<file path="src/sv/clnw_pkg.sv">
// ----------------------------------------------------------------------------
// clnw_pkg - shared types and constants for the character LCD nibble writer
// Request codes, queue entry layout, LCD command bytes and bus timing values.
// ----------------------------------------------------------------------------
package clnw_pkg;

  // Request codes on req_type_i
  typedef enum logic [1:0] {
    REQ_PUT   = 2'd0,
    REQ_SET   = 2'd1,
    REQ_CLEAR = 2'd2,
    REQ_INIT  = 2'd3
  } req_e;

  // Configuration register indexes
  typedef enum logic [1:0] {
    CFG_LINE_LENGTH = 2'd0,
    CFG_LINE_COUNT  = 2'd1,
    CFG_STROBE_US   = 2'd2
  } cfg_e;

  // Kind of write sequence queued for the back end
  typedef enum logic [1:0] {
    KIND_CHAR  = 2'd0,
    KIND_CLEAR = 2'd1,
    KIND_INIT  = 2'd2
  } kind_e;

  // One queued sequence: DDRAM address command byte and data byte
  typedef struct packed {
    kind_e      kind;
    logic [7:0] addr_cmd;
    logic [7:0] data;
  } entry_t;

  localparam logic [7:0] NEWLINE_CODE = 8'h0a;

  localparam logic [5:0] LINE_LENGTH_RST = 6'd16;
  localparam logic [1:0] LINE_COUNT_RST  = 2'd2;

  // HD44780 command bytes
  localparam logic [7:0] CMD_FUNC_SET  = 8'h28;
  localparam logic [7:0] CMD_DISP_ON   = 8'h0c;
  localparam logic [7:0] CMD_ENTRY     = 8'h06;
  localparam logic [7:0] CMD_CLEAR     = 8'h01;
  localparam logic [3:0] NIB_WAKE      = 4'h3;
  localparam logic [3:0] NIB_4BIT      = 4'h2;

  // Delays in microseconds
  localparam logic [14:0] PWR_ON_US    = 15'd20000;
  localparam logic [10:0] WAKE_US      = 11'd1000;
  localparam logic [10:0] CLEAR_US     = 11'd1800;

  // Longest sequence (initialise) and step counter width
  localparam int INIT_WRITES = 14;
  localparam int STEP_W      = 4;

endpackage

</file>
<file path="src/sv/clnw_front.sv">
// ----------------------------------------------------------------------------
// clnw_front - request decoder and cursor tracker
// Accepts requests, updates the cursor and queues write sequences.
// ----------------------------------------------------------------------------
module clnw_front (
  input  logic                 clk_i,
  input  logic                 rst_ni,
  // configuration writes
  input  logic                 cfg_we_i,
  input  logic [1:0]           cfg_index_i,
  input  logic [7:0]           cfg_data_i,
  // request word
  input  logic                 req_valid_i,
  input  logic [1:0]           req_type_i,
  input  logic [7:0]           char_code_i,
  input  logic [5:0]           cursor_col_i,
  input  logic                 cursor_row_i,
  // queue side
  input  logic                 queue_full_i,
  output logic                 push_o,
  output clnw_pkg::entry_t     entry_o
);

  logic [5:0] line_length_q;
  logic [1:0] line_count_q;
  logic [5:0] col_q, col_d;
  logic       row_q, row_d;

  logic       accept;
  logic [1:0] lines_eff;
  logic [1:0] row_inc;
  logic       row_next;
  logic [6:0] col_inc;
  logic       col_wrap;

  assign accept = req_valid_i && !queue_full_i;

  // Next row with wrap; a line count of zero acts as one
  always_comb begin
    lines_eff = (line_count_q == 2'd0) ? 2'd1 : line_count_q;
    row_inc   = {1'b0, row_q} + 2'd1;
    row_next  = (row_inc >= lines_eff) ? 1'b0 : row_inc[0];
    col_inc   = {1'b0, col_q} + 7'd1;
    col_wrap  = col_inc >= {1'b0, line_length_q};
  end

  // Decode request
  always_comb begin
    push_o           = 1'b0;
    entry_o.kind     = clnw_pkg::KIND_CHAR;
    entry_o.addr_cmd = {1'b1, row_q, col_q};
    entry_o.data     = char_code_i;
    col_d            = col_q;
    row_d            = row_q;
    if (accept) begin
      case (clnw_pkg::req_e'(req_type_i))
        clnw_pkg::REQ_PUT: begin
          if (char_code_i == clnw_pkg::NEWLINE_CODE) begin
            col_d = 6'd0;
            row_d = row_next;
          end else begin
            push_o = 1'b1;
            if (col_wrap) begin
              col_d = 6'd0;
              row_d = row_next;
            end else begin
              col_d = col_inc[5:0];
            end
          end
        end
        clnw_pkg::REQ_SET: begin
          col_d = cursor_col_i;
          row_d = cursor_row_i;
        end
        clnw_pkg::REQ_CLEAR: begin
          push_o       = 1'b1;
          entry_o.kind = clnw_pkg::KIND_CLEAR;
          col_d        = 6'd0;
          row_d        = 1'b0;
        end
        clnw_pkg::REQ_INIT: begin
          push_o       = 1'b1;
          entry_o.kind = clnw_pkg::KIND_INIT;
          col_d        = 6'd0;
          row_d        = 1'b0;
        end
        default: begin
          push_o = 1'b0;
        end
      endcase
    end
  end

  // Cursor and configuration registers
  // strobe timing is applied by the pin driver, so index 2 is not kept here
  always_ff @(posedge clk_i or negedge rst_ni) begin
    if (!rst_ni) begin
      col_q         <= 6'd0;
      row_q         <= 1'b0;
      line_length_q <= clnw_pkg::LINE_LENGTH_RST;
      line_count_q  <= clnw_pkg::LINE_COUNT_RST;
    end else begin
      col_q <= col_d;
      row_q <= row_d;
      if (cfg_we_i) begin
        case (clnw_pkg::cfg_e'(cfg_index_i))
          clnw_pkg::CFG_LINE_LENGTH: line_length_q <= cfg_data_i[5:0];
          clnw_pkg::CFG_LINE_COUNT:  line_count_q  <= cfg_data_i[1:0];
          default: ;
        endcase
      end
    end
  end

  // Never push into a full queue
  a_no_push_full: assert property (@(posedge clk_i) disable iff (!rst_ni)
    push_o |-> !queue_full_i)
    else $error("push into full queue");

endmodule

</file>
<file path="src/sv/clnw_queue.sv">
// ----------------------------------------------------------------------------
// clnw_queue - small FIFO between decoder and sequencer
// Holds queued write sequences so both sides stall independently.
// ----------------------------------------------------------------------------
module clnw_queue #(
  parameter int DEPTH = 2
) (
  input  logic              clk_i,
  input  logic              rst_ni,
  input  logic              push_i,
  input  clnw_pkg::entry_t  push_entry_i,
  input  logic              pop_i,
  output logic              full_o,
  output logic              head_valid_o,
  output clnw_pkg::entry_t  head_o
);

  localparam int PTR_W = (DEPTH > 1) ? $clog2(DEPTH) : 1;
  localparam int CNT_W = $clog2(DEPTH + 1);

  clnw_pkg::entry_t mem_q [DEPTH];
  logic [PTR_W-1:0] wr_ptr_q, rd_ptr_q;
  logic [CNT_W-1:0] count_q;

  assign full_o       = count_q == CNT_W'(DEPTH);
  assign head_valid_o = count_q != '0;
  assign head_o       = mem_q[rd_ptr_q];

  function automatic logic [PTR_W-1:0] ptr_next(input logic [PTR_W-1:0] p);
    ptr_next = (p == PTR_W'(DEPTH - 1)) ? '0 : p + PTR_W'(1);
  endfunction

  // Pointers and fill count
  always_ff @(posedge clk_i or negedge rst_ni) begin
    if (!rst_ni) begin
      wr_ptr_q <= '0;
      rd_ptr_q <= '0;
      count_q  <= '0;
    end else begin
      if (push_i) wr_ptr_q <= ptr_next(wr_ptr_q);
      if (pop_i)  rd_ptr_q <= ptr_next(rd_ptr_q);
      if (push_i && !pop_i)      count_q <= count_q + CNT_W'(1);
      else if (pop_i && !push_i) count_q <= count_q - CNT_W'(1);
    end
  end

  // Storage
  always_ff @(posedge clk_i) begin
    if (push_i) mem_q[wr_ptr_q] <= push_entry_i;
  end

endmodule

</file>
<file path="src/sv/clnw_back.sv">
// ----------------------------------------------------------------------------
// clnw_back - nibble write sequencer
// Steps through the queued sequence, one nibble word per cycle while not stalled.
// ----------------------------------------------------------------------------
module clnw_back (
  input  logic              clk_i,
  input  logic              rst_ni,
  input  logic              head_valid_i,
  input  clnw_pkg::entry_t  head_i,
  output logic              pop_o,
  output logic              wr_valid_o,
  input  logic              wr_stall_i,
  output logic [3:0]        nibble_o,
  output logic              reg_select_o,
  output logic [14:0]       pre_delay_us_o,
  output logic [10:0]       post_delay_us_o,
  output logic              last_o
);

  typedef struct packed {
    logic [3:0]  nibble;
    logic        rs;
    logic [14:0] pre;
    logic [10:0] post;
    logic        last;
  } write_t;

  logic [clnw_pkg::STEP_W-1:0] step_q;
  logic   wr_valid_q;
  write_t out_q;
  write_t cur;
  logic   advance, load;

  // Write for a given step of a sequence
  function automatic write_t write_at(input clnw_pkg::entry_t e,
                                      input logic [clnw_pkg::STEP_W-1:0] s);
    write_t w;
    logic [7:0] byte_v;
    w.nibble = 4'h0;
    w.rs     = 1'b0;
    w.pre    = 15'd0;
    w.post   = 11'd0;
    w.last   = 1'b0;
    byte_v   = 8'h00;
    case (e.kind)
      clnw_pkg::KIND_CHAR: begin
        byte_v   = s[1] ? e.data : e.addr_cmd;
        w.nibble = s[0] ? byte_v[3:0] : byte_v[7:4];
        w.rs     = s[1];
        w.last   = s[1:0] == 2'd3;
      end
      clnw_pkg::KIND_CLEAR: begin
        w.nibble = s[0] ? clnw_pkg::CMD_CLEAR[3:0] : clnw_pkg::CMD_CLEAR[7:4];
        w.post   = s[0] ? clnw_pkg::CLEAR_US : 11'd0;
        w.last   = s[0];
      end
      clnw_pkg::KIND_INIT: begin
        if (s < 4'd3) begin
          // wake-up nibbles, power-on wait before the first
          w.nibble = clnw_pkg::NIB_WAKE;
          w.pre    = (s == 4'd0) ? clnw_pkg::PWR_ON_US : 15'd0;
          w.post   = clnw_pkg::WAKE_US;
        end else if (s == 4'd3) begin
          w.nibble = clnw_pkg::NIB_4BIT;
        end else begin
          case (s[3:1])
            3'd2:    byte_v = clnw_pkg::CMD_FUNC_SET;
            3'd3:    byte_v = clnw_pkg::CMD_DISP_ON;
            3'd4:    byte_v = clnw_pkg::CMD_ENTRY;
            default: byte_v = clnw_pkg::CMD_CLEAR;
          endcase
          w.nibble = s[0] ? byte_v[3:0] : byte_v[7:4];
          w.last   = s == 4'(clnw_pkg::INIT_WRITES - 1);
          w.post   = w.last ? clnw_pkg::CLEAR_US : 11'd0;
        end
      end
      default: begin
        w.last = 1'b1;
      end
    endcase
    write_at = w;
  endfunction

  assign advance = !wr_valid_q || !wr_stall_i;
  assign load    = advance && head_valid_i;
  assign cur     = write_at(head_i, step_q);
  assign pop_o   = load && cur.last;

  // Step counter and output valid
  always_ff @(posedge clk_i or negedge rst_ni) begin
    if (!rst_ni) begin
      step_q     <= '0;
      wr_valid_q <= 1'b0;
    end else begin
      if (advance) wr_valid_q <= head_valid_i;
      if (load)    step_q <= cur.last ? '0 : step_q + 4'd1;
    end
  end

  // Output word register
  always_ff @(posedge clk_i) begin
    if (load) out_q <= cur;
  end

  assign wr_valid_o      = wr_valid_q;
  assign nibble_o        = out_q.nibble;
  assign reg_select_o    = out_q.rs;
  assign pre_delay_us_o  = out_q.pre;
  assign post_delay_us_o = out_q.post;
  assign last_o          = out_q.last;

  a_step_range: assert property (@(posedge clk_i) disable iff (!rst_ni)
    step_q < 4'(clnw_pkg::INIT_WRITES))
    else $error("step counter out of range");

  a_step_head: assert property (@(posedge clk_i) disable iff (!rst_ni)
    (step_q != '0) |-> head_valid_i)
    else $error("mid-sequence with empty queue");

  a_pop_last: assert property (@(posedge clk_i) disable iff (!rst_ni)
    pop_o |=> (wr_valid_q && out_q.last && step_q == '0))
    else $error("pop without last word");

  a_init_pre: assert property (@(posedge clk_i) disable iff (!rst_ni)
    (load && step_q == '0 && head_i.kind == clnw_pkg::KIND_INIT)
      |=> out_q.pre == clnw_pkg::PWR_ON_US)
    else $error("init start without power-on wait");

endmodule

</file>
<file path="src/sv/char_lcd_nibble_writer_core.sv">
// ----------------------------------------------------------------------------
// char_lcd_nibble_writer_core - 4-bit character LCD nibble writer
// Turns put/set/clear/init requests into nibble write words.
// ----------------------------------------------------------------------------
//  channel  direction  handshake                 word
//  req      in         req_valid_i / req_stall_o req_type, char_code, cursor
//  cfg      in         cfg_valid_i / cfg_ready_o cfg_index_i, cfg_data_i
//  wr       out        wr_valid_o / wr_stall_i   nibble, reg_select, delays, last
//
//  The sequencer sends one nibble word per cycle unless wr_stall_i holds it: a
//  character is 4 words, a clear 2, an initialise 14; newline, set cursor none.
//  The decoder takes a request each cycle until the QUEUE_DEPTH queue fills.
//  Reset puts the cursor at column 0 row 0, line length 16 and line count 2.
//  A stalled output word holds; the queue keeps requests coming meanwhile.
// ----------------------------------------------------------------------------
module char_lcd_nibble_writer_core #(
  parameter int QUEUE_DEPTH = 2
) (
  input  logic        clk_i,
  input  logic        rst_ni,
  input  logic        cfg_valid_i,
  output logic        cfg_ready_o,
  input  logic [1:0]  cfg_index_i,
  input  logic [7:0]  cfg_data_i,
  input  logic        req_valid_i,
  output logic        req_stall_o,
  input  logic [1:0]  req_type_i,
  input  logic [7:0]  char_code_i,
  input  logic [5:0]  cursor_col_i,
  input  logic        cursor_row_i,
  output logic        wr_valid_o,
  input  logic        wr_stall_i,
  output logic [3:0]  nibble_o,
  output logic        reg_select_o,
  output logic [14:0] pre_delay_us_o,
  output logic [10:0] post_delay_us_o,
  output logic        last_o
);

  logic             queue_full, push, pop, head_valid;
  clnw_pkg::entry_t push_entry, head;

  assign cfg_ready_o = 1'b1;
  assign req_stall_o = queue_full;

  clnw_front u_front (
    .clk_i        (clk_i),
    .rst_ni       (rst_ni),
    .cfg_we_i     (cfg_valid_i),
    .cfg_index_i  (cfg_index_i),
    .cfg_data_i   (cfg_data_i),
    .req_valid_i  (req_valid_i),
    .req_type_i   (req_type_i),
    .char_code_i  (char_code_i),
    .cursor_col_i (cursor_col_i),
    .cursor_row_i (cursor_row_i),
    .queue_full_i (queue_full),
    .push_o       (push),
    .entry_o      (push_entry)
  );

  clnw_queue #(
    .DEPTH (QUEUE_DEPTH)
  ) u_queue (
    .clk_i        (clk_i),
    .rst_ni       (rst_ni),
    .push_i       (push),
    .push_entry_i (push_entry),
    .pop_i        (pop),
    .full_o       (queue_full),
    .head_valid_o (head_valid),
    .head_o       (head)
  );

  clnw_back u_back (
    .clk_i           (clk_i),
    .rst_ni          (rst_ni),
    .head_valid_i    (head_valid),
    .head_i          (head),
    .pop_o           (pop),
    .wr_valid_o      (wr_valid_o),
    .wr_stall_i      (wr_stall_i),
    .nibble_o        (nibble_o),
    .reg_select_o    (reg_select_o),
    .pre_delay_us_o  (pre_delay_us_o),
    .post_delay_us_o (post_delay_us_o),
    .last_o          (last_o)
  );

endmodule

</file>
<file path="config.mk">
export PLATFORM = sky130hd
export DESIGN_NAME = char_lcd_nibble_writer_core
export DESIGN_NICKNAME = d
export VERILOG_FILES = /design/src/sv/clnw_pkg.sv /design/src/sv/clnw_front.sv /design/src/sv/clnw_queue.sv /design/src/sv/clnw_back.sv /design/src/sv/char_lcd_nibble_writer_core.sv
export SDC_FILE = /design/constraint.sdc
export NUM_CORES = 1
export LEC_CHECK = 0
export ABC_AREA = 1
export BUFFER_PORTS_ARGS = -buffer_cell sky130_fd_sc_hd__buf_2
export CAP_MARGIN = 20
export CORE_UTILIZATION = 40
export DETAILED_ROUTE_END_ITERATION = 8
export PLACE_DENSITY = 0.66
export SLEW_MARGIN = 20
export SYNTH_ARGS = -nofsm -noshare
export SYNTH_HDL_FRONTEND = slang
export SYNTH_HIERARCHICAL = 1
export SYNTH_SLANG_ARGS = --single-unit
</file>
<file path="constraint.sdc">
create_clock -name clk_i -period 2.4 [get_ports clk_i]
set_input_delay 0.24 -clock clk_i [delete_from_list [all_inputs] [get_ports clk_i]]
set_output_delay 0.24 -clock clk_i [all_outputs]
set_load 0.005 [all_outputs]
</file>
== Yosys cells after proc, flatten, opt, wreduce, memory -nomap -nowiden ==
Memories as Yosys holds them, arrays and structs flattened.
Cells that the tools add are included.

* Latch bits: 0
* Input bits: 32
* Bits in registers: 56
* Bits in read-only memories: 0
* Memory bits (writable): 34
* Word-level logic and storage cells: 99
* Memories: 1
* Output and inout port bits: 35

* Multiply operators: 0
* Reductions and logical operators: 23
* Order comparisons: 3
* Shift operators: 0
* Divide/modulo/power cells: 0
* Bitwise gates (word level): 0
* Mux-type cells: 36
* Add/subtract/negate cells: 7
* Equality and inequality tests: 15

{| class="wikitable"
|+ Memory list
! name !! words !! width !! rd ports !! clocked after Yosys merged registers in !! write ports !! line !! text
|-
| u_queue.mem_q || 2 || 17 || 1 || 0 || 1 || clnw_queue.sv:21 || <nowiki>clnw_pkg::entry_t mem_q [DEPTH];</nowiki>
|}

{| class="wikitable"
|+ Operators with widths
! kind !! count
|-
| 6-bit one-hot mux with 3 select lines || 2
|-
| 11-bit two-way mux || 3
|-
| 11-bit one-hot mux with 2 select lines || 1
|-
| 4-bit two-way mux || 5
|-
| 15-bit two-way mux || 1
|-
| 12-bit two-way mux || 1
|-
| 6-bit two-way mux || 2
|-
| 4-bit one-hot mux with 3 select lines || 1
|-
| 1-bit two-way mux || 11
|-
| 2-bit equality test, second input constant || 5
|-
| 8-bit by 4-bit equality test with 1-bit output, second input constant || 1
|-
| 2-bit zero test || 4
|-
| 2-bit two-way mux || 4
|-
| 8-bit two-way mux || 1
|-
| 2-bit AND reduction || 4
|-
| 6-bit by 1-bit adder with 7-bit output, second input constant || 1
|-
| 7-bit by 6-bit >= comparator with 1-bit output || 1
|-
| 2-bit by 1-bit equality test with 1-bit output, second input constant || 3
|-
| 3-bit by 2-bit equality test with 1-bit output, second input constant || 2
|-
| 1-bit one-hot mux with 3 select lines || 2
|-
| 1-bit logical AND || 5
|-
| 1-bit zero test || 5
|-
| 4-bit by 1-bit adder with 4-bit output, second input constant || 1
|-
| 4-bit by 2-bit equality test with 1-bit output, second input constant || 1
|-
| other kinds (15) || 17
|}

== Logic depth before layout (Yosys ltp) ==
Gate-level depths: netlist of the first run.

* Word-level depth: 9
* Depth in mapped cells: 18
* Mapped depth without buffers: 16

== By module ==
Netlist of the first run, hierarchy kept.

{| class="wikitable"
|+ By module, submodules not included
! module !! cells an instance !! sequential area each (sq um) !! instances !! area each (sq um)
|-
| clnw_queue || 81 || 1181.1 || 1 || 1555.2
|-
| clnw_back || 148 || 425.4 || 1 || 1153.6
|-
| clnw_front || 160 || 352.8 || 1 || 1074.8
|-
| char_lcd_nibble_writer_core || 2 || 0.0 || 1 || 11.3
|}

== Worst setup path after synthesis of the first run ==
No wires, ideal clock.

* Path type: reg2reg
* From: reg u_queue.count_q[1]
* To: mem u_queue/mem_q[0][0] in the netlist's numbering, enable pin
* Path slack: -0.116 ns
* Library setup time: 0.392 ns
* Data required time: 2.008 ns
* Arrival time: 2.124 ns
* Stages on the path, launching flop included: 9
* Clock period less this slack: 2.516 ns
* Cell sequence: dfrtp_1 > inv_1 > nor2_1 > nor2_1 > buf_2 > inv_2 > a21oi_1 > inv_1 > nor2_1

* Cells in the longest elaborated chain, start to end: 6

{| class="wikitable"
|+ RTL lines
! element !! line !! text
|-
| start: declaration || clnw_queue.sv:23 || <nowiki>logic [CNT_W-1:0] count_q;</nowiki>
|-
| start signal: assignment || clnw_queue.sv:42 || <nowiki>if (push_i && !pop_i) count_q <= count_q + CNT_W'(1);</nowiki>
|-
| start signal: assignment || clnw_queue.sv:43 || <nowiki>else if (pop_i && !push_i) count_q <= count_q - CNT_W'(1);</nowiki>
|-
| 2-bit equality test || clnw_queue.sv:25 || <nowiki>assign full_o = count_q == CNT_W'(DEPTH);</nowiki>
|-
| net req_stall_o || char_lcd_nibble_writer_core.sv:26 || <nowiki>output logic req_stall_o,</nowiki>
|-
| 1-bit zero test || clnw_front.sv:36 || <nowiki>assign accept = req_valid_i && !queue_full_i;</nowiki>
|-
| 1-bit logical AND || clnw_front.sv:36 ||
|-
| 1-bit two-way mux || clnw_front.sv:55 || <nowiki>if (accept) begin</nowiki>
|-
| net push || char_lcd_nibble_writer_core.sv:40 || <nowiki>logic queue_full, push, pop, head_valid;</nowiki>
|-
| 1-bit two-way mux || clnw_queue.sv:49 || <nowiki>if (push_i) mem_q[wr_ptr_q] <= push_entry_i;</nowiki>
|-
| 1-bit two-way mux (not written as such) || clnw_queue.sv:49 ||
|-
| end: declaration || clnw_queue.sv:21 ||
|}

The timed path passes the listed nets, and every way through them passes these cells.

==> summary.md, run 1 <==
- status: completed
- combinational family with the most area after synthesis: simple AND/OR/NAND/NOR gates
- type of origin of the critical path: flop
- maximum level of the CTS H-tree: 3
- most used flip-flop cell after synthesis: sky130_fd_sc_hd__edfxtp_1
- pin count of the biggest net entering global routing: 24
- HPWL Detailed: 4620 um
- Pwr Density: 1170 nW/um^2
- GRT Resource Usage Total: 13.9%
- number of rows created at floorplan: 35
- max-cap viol count: 0
- arithmetic-cell share of the synthesized area counting full adders, half adders and majority gates: 4.95%
- area of the die: 9880 sq um
- simple-gate area share of the yosys netlist: 16.6%
- Critical Path Start: u_queue/rd_ptr_q
- final setup skew: 0.0105 ns
- endpoint of the most critical register-to-register path: u_queue/count_q[1]
- number of unique standard cell types used by synthesis: 35
- Pwr Total: 4980 uW
- Final Net Count: 483
- area post-placement: 3990 sq um
- commonest cells after routing, fill and taps aside: sky130_fd_sc_hd__nand2_1 (75), sky130_fd_sc_hd__inv_1 (55), sky130_fd_sc_hd__buf_2 (49), sky130_fd_sc_hd__edfxtp_1 (46), sky130_fd_sc_hd__nor2_1 (41)
- count of antenna diodes in the layout: 0
- Worst slew margin: 64.3%
- portion of synthesized cell area occupied by the leading cell type: 36.4%
- register-to-register setup slack: 0.18 ns
- post-layout minimum cycle time: 2.22 ns
- synthesized-area fraction occupied by ao, oa, aoi and oai cells: 4.55%
- global placer's final weighted congestion: 0.907
- Critical Path AT: 2.46 ns
- Max Buffers Root-to-Sink: 2
- via count of the first global-routing pass: 2365
- worst reg2reg path startpoint: u_queue/rd_ptr_q
- synthesized instance count: 391
- FFs w/ async S/R, synth: 33.3%
- number of flops mapped to enable cells by yosys: 46
- area share of xor/xnor cells in the synthesized design: 1.85%
- count of TritonRoute iterations in the first routing pass: 4
- final design instance area without fill: 4250 sq um
- clock tree root buffer cell: sky130_fd_sc_hd__clkbuf_8
- vertical extent of the die: 99.4 um
- initial drt markers: 77
- mean area per synthesized cell: 9.71 sq um
- number of buffers added by the clock tree synthesis step: 9
- width of the chip: 99.4 um
- number of nets with antenna violations after detailed routing: 0
- highest attainable clock frequency: 450 MHz
- initial cell density of the core: 41.3%
- mux share of post-synthesis cell area: 6.23%
- max-slew violations: 0
- Min-Delay Path Class: in -> reg
- Final Hold Fails: 0
- post-route DRC violation count: 0
- Routed WL: 6430 um
- antenna violations before repair: 0
- wire length of the first global-routing pass: 10600 um
- largest cells by area after synthesis: sky130_fd_sc_hd__edfxtp_1 (36%), sky130_fd_sc_hd__dfrtp_1 (14%), sky130_fd_sc_hd__nand2_1 (7.4%), sky130_fd_sc_hd__buf_4 (6.7%), sky130_fd_sc_hd__inv_1 (5.5%)
- path depth of the worst reg2reg path: 15
- IR Drop Worst-Case VDD: 0.000473 V
- final-layout fill cell count: 861
- post-synthesis instance area: 3790 sq um
- Setup Crit Path Kind: reg -> reg
- TritonCTS clock tree: done
- total of warnings raised by yosys: 6
- routed via count: 2493
- aggregate global routing overflow: 0
- period utilization: 92.7%
- number of endpoints failing setup at the final stage: 0
- Worst Path Max Fanout: 4
- critical path capture point: u_queue/count_q[1]
- post-synthesis sequential area ratio: 51.6%
- cell accounting for the most synthesized area: sky130_fd_sc_hd__edfxtp_1
- clock net sink count: 69
- Boundary Pins: 67
- CTS clk-pin slew, worst paths: 0.08 ns
- flip-flop and latch count after synthesis: 69
- Layout Area Growth over Synthesis: 12.0%
- critical path data required time: 2.64 ns
- clock latency at the later pin of the worst-skew pair: 0.34 ns
- Tightest Pin Transition: 0.536 ns
- area of the core: 9200 sq um
- ratio of cells with drive above 1 in the final layout: 24.5%
- post-DR vias/cell: 4.52
- critical path endpoint category: flop
- leakage power of the design: 0.00202 uW
- routed length per placed instance: 11.6 um
- number of port buffers: 49
- leading cell type in the layout, fill and taps excluded: sky130_fd_sc_hd__nand2_1
- worst hold slack after final layout: 0.0980 ns
==> registers in the layout, summed over array words and instances, names as in the netlist, 2 cells and up <==
signal	cells
u_queue/mem_q	36
u_front/col_q	6
u_front/line_length_q	6
u_back/nibble_o	4
u_back/step_q	4
u_back/post_delay_us_o	3
u_queue/count_q	2
==> worst max-delay path, cell delays in order, from the launching register on <==
cell                      delay, ns
sky130_fd_sc_hd__dfrtp_1       0.42
sky130_fd_sc_hd__mux2_4        0.32
sky130_fd_sc_hd__inv_1         0.08
sky130_fd_sc_hd__ha_1          0.20
sky130_fd_sc_hd__inv_1         0.08
sky130_fd_sc_hd__nor2_2        0.12
sky130_fd_sc_hd__nor2_2        0.07
sky130_fd_sc_hd__nand2_2       0.08
sky130_fd_sc_hd__nand2_1       0.06
sky130_fd_sc_hd__inv_2         0.08
sky130_fd_sc_hd__inv_1         0.05
sky130_fd_sc_hd__ha_1          0.30
sky130_fd_sc_hd__inv_1         0.08
sky130_fd_sc_hd__nand3_1       0.08
sky130_fd_sc_hd__nand2_1       0.06
sky130_fd_sc_hd__nand2_1       0.05
==> final cells by class <==
| type | count | area [sq um] | area share, % |
|---|---|---|---|
| sequential | 69 | 1960 | 46.1 |
| multi-input combinational | 237 | 1360 | 32.0 |
| timing repair buffer | 60 | 330 | 7.77 |
| inverter | 59 | 221 | 5.21 |
| tap | 111 | 139 | 3.27 |
| clock buffer | 10 | 128 | 3.00 |
| clock inverter | 6 | 111 | 2.62 |
==> stage by stage <==
step / instances / util [%] / worst slack [ns] / setup TNS, ns
final: 552 / 46.2 / 0.176 / 0
after floorplan: 404 / - / 0.0853 / 0
after detailed placement: 534 / 43.4 / 0.158 / 0
after global routing: 552 / 46.2 / -0.0227 / -0.0227
after global placement: 534 / 43.4 / 0.207 / 0
after CTS: 551 / 46.1 / 0.134 / 0
==> repair_timing <==
| action | 4_1_cts | 5_1_grt |
|---|---|---|
| hold buffers | 1 | 0 |
| buffers inserted | 0 | 1 |
| gates resized for setup | 0 | 3 |
| setup endpoints to repair | 0 | 2 |
| hold endpoints to repair | 21 | 0 |
==> layer usage <==
metal	GRT usage (%)	share of wire, %	vias to the layer above
li1	-	-	1290
met2	22.0	45	76
met5	0	0	-
met3	3.94	4.5	11
met4	6.22	1.9	0
met1	17.7	48	1116
==> cells in the mapped netlist, types with 3 or more instances <==
master,n
sky130_fd_sc_hd__mux2_2,9
sky130_fd_sc_hd__a21oi_1,17
sky130_fd_sc_hd__conb_1,3
sky130_fd_sc_hd__nor2_1,43
sky130_fd_sc_hd__dfrtp_1,21
sky130_fd_sc_hd__nand3_1,17
sky130_fd_sc_hd__inv_1,56
sky130_fd_sc_hd__o21ai_0,9
sky130_fd_sc_hd__ha_1,15
sky130_fd_sc_hd__nand2_1,75
sky130_fd_sc_hd__buf_4,34
sky130_fd_sc_hd__xor2_1,6
sky130_fd_sc_hd__nor2_2,3
sky130_fd_sc_hd__edfxtp_1,46
sky130_fd_sc_hd__mux2_4,9
==> cells by family (layout without fill, tap and decap cells) <==
| logic type | Yosys count | after routing |
|---|---|---|
| compound gates | 32 | 32 |
| fa+ha+maj | 15 | 15 |
| buf+inv | 98 | 135 |
| other cells | 3 | 16 |
| simple gates | 148 | 148 |
| xor+xnor | 8 | 8 |
| mux | 18 | 18 |
| flops | 69 | 69 |
==> worst min path at each step <==
stage                   startpoint                  endpoint  depth (start not counted)
floorplan                   rst_ni          u_back/step_q[0]                          0
global placement            rst_ni  u_front/line_length_q[1]                          1
detailed placement          rst_ni  u_front/line_length_q[1]                          1
CTS                 char_code_i[7]       u_queue/mem_q[1][7]                          1
global route        char_code_i[4]       u_queue/mem_q[1][4]                          1
finish              char_code_i[7]       u_queue/mem_q[1][7]                          1
==> power by group <==
part / switching, uW / total, uW / internal, uW
sequential: 235 / 1950 / 1710
combinational: 1070 / 1890 / 815
clock: 454 / 1150 / 691
Note: power is estimated with default switching activity, not from simulation.
==> inputs of run 2 (changes only) <==
--- a/config.mk
+++ b/config.mk
@@ -10,7 +10,7 @@
 export CAP_MARGIN = 20
 export CORE_UTILIZATION = 40
 export DETAILED_ROUTE_END_ITERATION = 8
-export PLACE_DENSITY = 0.66
+export PLACE_DENSITY = 0.63
 export SLEW_MARGIN = 20
 export SYNTH_ARGS = -nofsm -noshare
 export SYNTH_HDL_FRONTEND = slang
==> constraint.sdc (replaced) <==
create_clock -name clk_i -period 2.6 [get_ports clk_i]
set_input_delay 0.26 -clock clk_i [delete_from_list [all_inputs] [get_ports clk_i]]
set_output_delay 0.26 -clock clk_i [all_outputs]
set_load 0.005 [all_outputs]
==> run 2 against run 1 <==
- wire length fell by 0.67%
- sequential power fell by 8%
- setup slack improved by 0.15 ns
- clock-buffer cell count fell by 1
- die area did not move
- clock power fell by 33%
- highest routed layer unchanged
- largest power group unchanged
- combinational power fell by 10%
==> summary.md, run 2 (synthesis gave the netlist of run 1 again) <==
- status: completed, unchanged
- area of the core: 9200 sq um, unchanged
- Final Hold Fails: 0, unchanged
- max-cap viol count: 0, unchanged
- delay of the slowest cell on the worst path: 0.41 ns, was 0.42 ns
- Setup Crit Path Kind: reg -> reg, unchanged
- Routed WL: 6390 um, was 6430 um
- DP Worst Slack: 0.332 ns, was 0.158 ns
- area of the die: 9880 sq um, unchanged
- largest registers: u_queue/mem_q: 36 flops, u_front/col_q: 6 flops, u_front/line_length_q: 6 flops, unchanged
- Largest Register: u_queue/mem_q, unchanged
- IR Drop Worst-Case VDD: 0.000372 V, was 0.000473 V
- TNS Setup: 0 ns, unchanged
- Worst slew margin: 65.4%, was 64.3%
- critical path data required time: 2.83 ns, was 2.64 ns
- routed length per placed instance: 11.6 um, about the same
- initial cell density of the core: 41.3%, unchanged
- type of origin of the critical path: flop, unchanged
- antenna violations before repair: 0, unchanged
- worst hold slack after final layout: 0.120 ns, was 0.0980 ns
- post-cts gate resize count: 0, unchanged
- highest attainable clock frequency: 440 MHz, was 450 MHz
- post-DR vias/cell: 4.54, was 4.52
- number of endpoints failing setup at the final stage: 0, unchanged
- Largest register FFs: 36, unchanged
- CTS clk-pin slew, worst paths: 0.08 ns, about the same
- leakage power of the design: 0.00198 uW, was 0.00202 uW
- Critical Path AT: 2.51 ns, was 2.46 ns
- critical path endpoint category: flop, unchanged
- clock latency at the later pin of the worst-skew pair: 0.34 ns, about the same
- aggregate global routing overflow: 0, unchanged
- global placer's final weighted congestion: 0.878, was 0.907
- Pwr Density: 1020 nW/um^2, was 1170 nW/um^2
- Layout Area Growth over Synthesis: 9.83%, was 12.0%
- Max Buffers Root-to-Sink: 2, unchanged
- clock tree root buffer cell: sky130_fd_sc_hd__clkbuf_8, unchanged
- GRT Resource Usage Total: 14.2%, was 13.9%
- most used cell along the critical path: sky130_fd_sc_hd__inv_1, unchanged
- count of TritonRoute iterations in the first routing pass: 4, unchanged
- TritonCTS clock tree: done, unchanged
- pin count of the biggest net entering global routing: 24, unchanged
- count of antenna diodes in the layout: 0, unchanged
- width of the chip: 99.4 um, unchanged
- period utilization: 87.5%, was 92.7%
- Min-Delay Path Class: in -> reg, unchanged
- number of nets with antenna violations after detailed routing: 0, unchanged
- ratio of cells with drive above 1 in the final layout: 23.5%, was 24.5%
- Pwr Total: 4270 uW, was 4980 uW
- number of port buffers: 49, unchanged
- number of rows created at floorplan: 35, unchanged
- Final Net Count: 481, was 483
- cell-by-cell listing of the critical path: mux2_4 -> inv_1 -> ha_1 -> inv_1 -> nor2_1 -> nor2_2 -> nand2_2 -> nand2_1 -> inv_1 -> inv_1 -> ha_1 -> inv_1 -> nand3_1 -> nand2_1 -> nand2_1, was mux2_4 -> inv_1 -> ha_1 -> inv_1 -> nor2_2 -> nor2_2 -> nand2_2 -> nand2_1 -> inv_2 -> inv_1 -> ha_1 -> inv_1 -> nand3_1 -> nand2_1 -> nand2_1
- via count of the first global-routing pass: 2351, was 2365
- commonest cells after routing, fill and taps aside: sky130_fd_sc_hd__nand2_1 (75), sky130_fd_sc_hd__inv_1 (56), sky130_fd_sc_hd__buf_2 (49), sky130_fd_sc_hd__edfxtp_1 (46), sky130_fd_sc_hd__nor2_1 (43), was sky130_fd_sc_hd__nand2_1 (75), sky130_fd_sc_hd__inv_1 (55), sky130_fd_sc_hd__buf_2 (49), sky130_fd_sc_hd__edfxtp_1 (46), sky130_fd_sc_hd__nor2_1 (41)
- worst setup margin: 0.325 ns, was 0.176 ns
- clock net sink count: 69, unchanged
- vertical extent of the die: 99.4 um, unchanged
- post-route DRC violation count: 0, unchanged
- final setup skew: 0.00822 ns, was 0.0105 ns
- crit path max-delay cell type: sky130_fd_sc_hd__dfrtp_1, unchanged
- routed via count: 2496, was 2493
- post-layout minimum cycle time: 2.27 ns, was 2.22 ns
- HPWL Detailed: 4690 um, was 4620 um
- Boundary Pins: 67, unchanged
- wire length of the first global-routing pass: 10700 um, was 10600 um
- leading cell type in the layout, fill and taps excluded: sky130_fd_sc_hd__nand2_1, unchanged
- maximum level of the CTS H-tree: 3, unchanged
- Tightest Pin Transition: 0.518 ns, was 0.536 ns
- RSZ-0062 raised after global routing: false
- Worst Path Max Fanout: 4, unchanged
- number of buffers added by the clock tree synthesis step: 9, unchanged
- initial drt markers: 80, was 77
- max-slew violations: 0, unchanged
[run 2: cell type report]
| cell class | count | area [sq um] |
|---|---|---|
| Fill cell | 885 | 5030 |
| Sequential cell | 69 | 1960 |
| Multi-Input combinational cell | 237 | 1360 |
| Timing Repair Buffer | 58 | 315 |
| Inverter | 59 | 221 |
| Tap cell | 111 | 139 |
| Clock buffer | 9 | 124 |
| Clock inverter | 7 | 52.6 |
[run 2: path summary, 6_finish.rpt]
path / from / end / slack [ns] / cells past startpoint
max in group asynchronous: rst_ni / u_front/line_count_q[1] / 1.82 / 2
min in group asynchronous: rst_ni / u_front/line_length_q[3] / 0.42 / 2
min reg2reg: u_queue/wr_ptr_q / u_queue/wr_ptr_q / 0.50 / 1
max reg2reg: u_queue/rd_ptr_q / u_queue/count_q[1] / 0.33 / 15
max: u_queue/rd_ptr_q / u_queue/count_q[1] / 0.33 / 15
min: char_code_i[7] / u_queue/mem_q[0][7] / 0.12 / 1
[run 2: layer usage]
layer  vias up  GRT usage, %  wire [um]  part of all wire (%)
li1       1288             -          -                     -
met1      1124          18.3       2960                    46
met2        77          22.3       3000                    47
met3         7          4.01        323                   5.1
met4         0          6.00        102                   1.6
met5         -             0          0                     0
[run 2: critical path: cells and delay by family, from the launching register on]
kind          cells  cell delay [ns]
flops             1             0.41
simple gates      7             0.53
fa+ha+maj         2             0.50
mux               1             0.33
buf+inv           5             0.42
[run 2: where the power goes]
part / switching [uW] / total [uW] / internal (uW)
combinational: 966 / 1700 / 733
sequential: 217 / 1800 / 1580
clock: 427 / 774 / 347
total: 1610 / 4270 / 2660
[run 2: per-stage QoR]
| step | cells | util, % | instance area (sq um) |
|---|---|---|---|
| 2_1_floorplan | 404 | - | 3840 |
| 3_3_place_gp | 533 | 43.3 | 3980 |
| 3_5_place_dp | 533 | 43.3 | 3980 |
| 4_1_cts | 550 | 45.3 | 4170 |
| 5_1_grt | 550 | 45.3 | 4170 |
| 6_report | 550 | 45.3 | 4170 |
[run 2: timing repair]
action                    CTS  global route
hold endpoints to repair   21             0
setup buffers               0             0
hold buffers                1             0
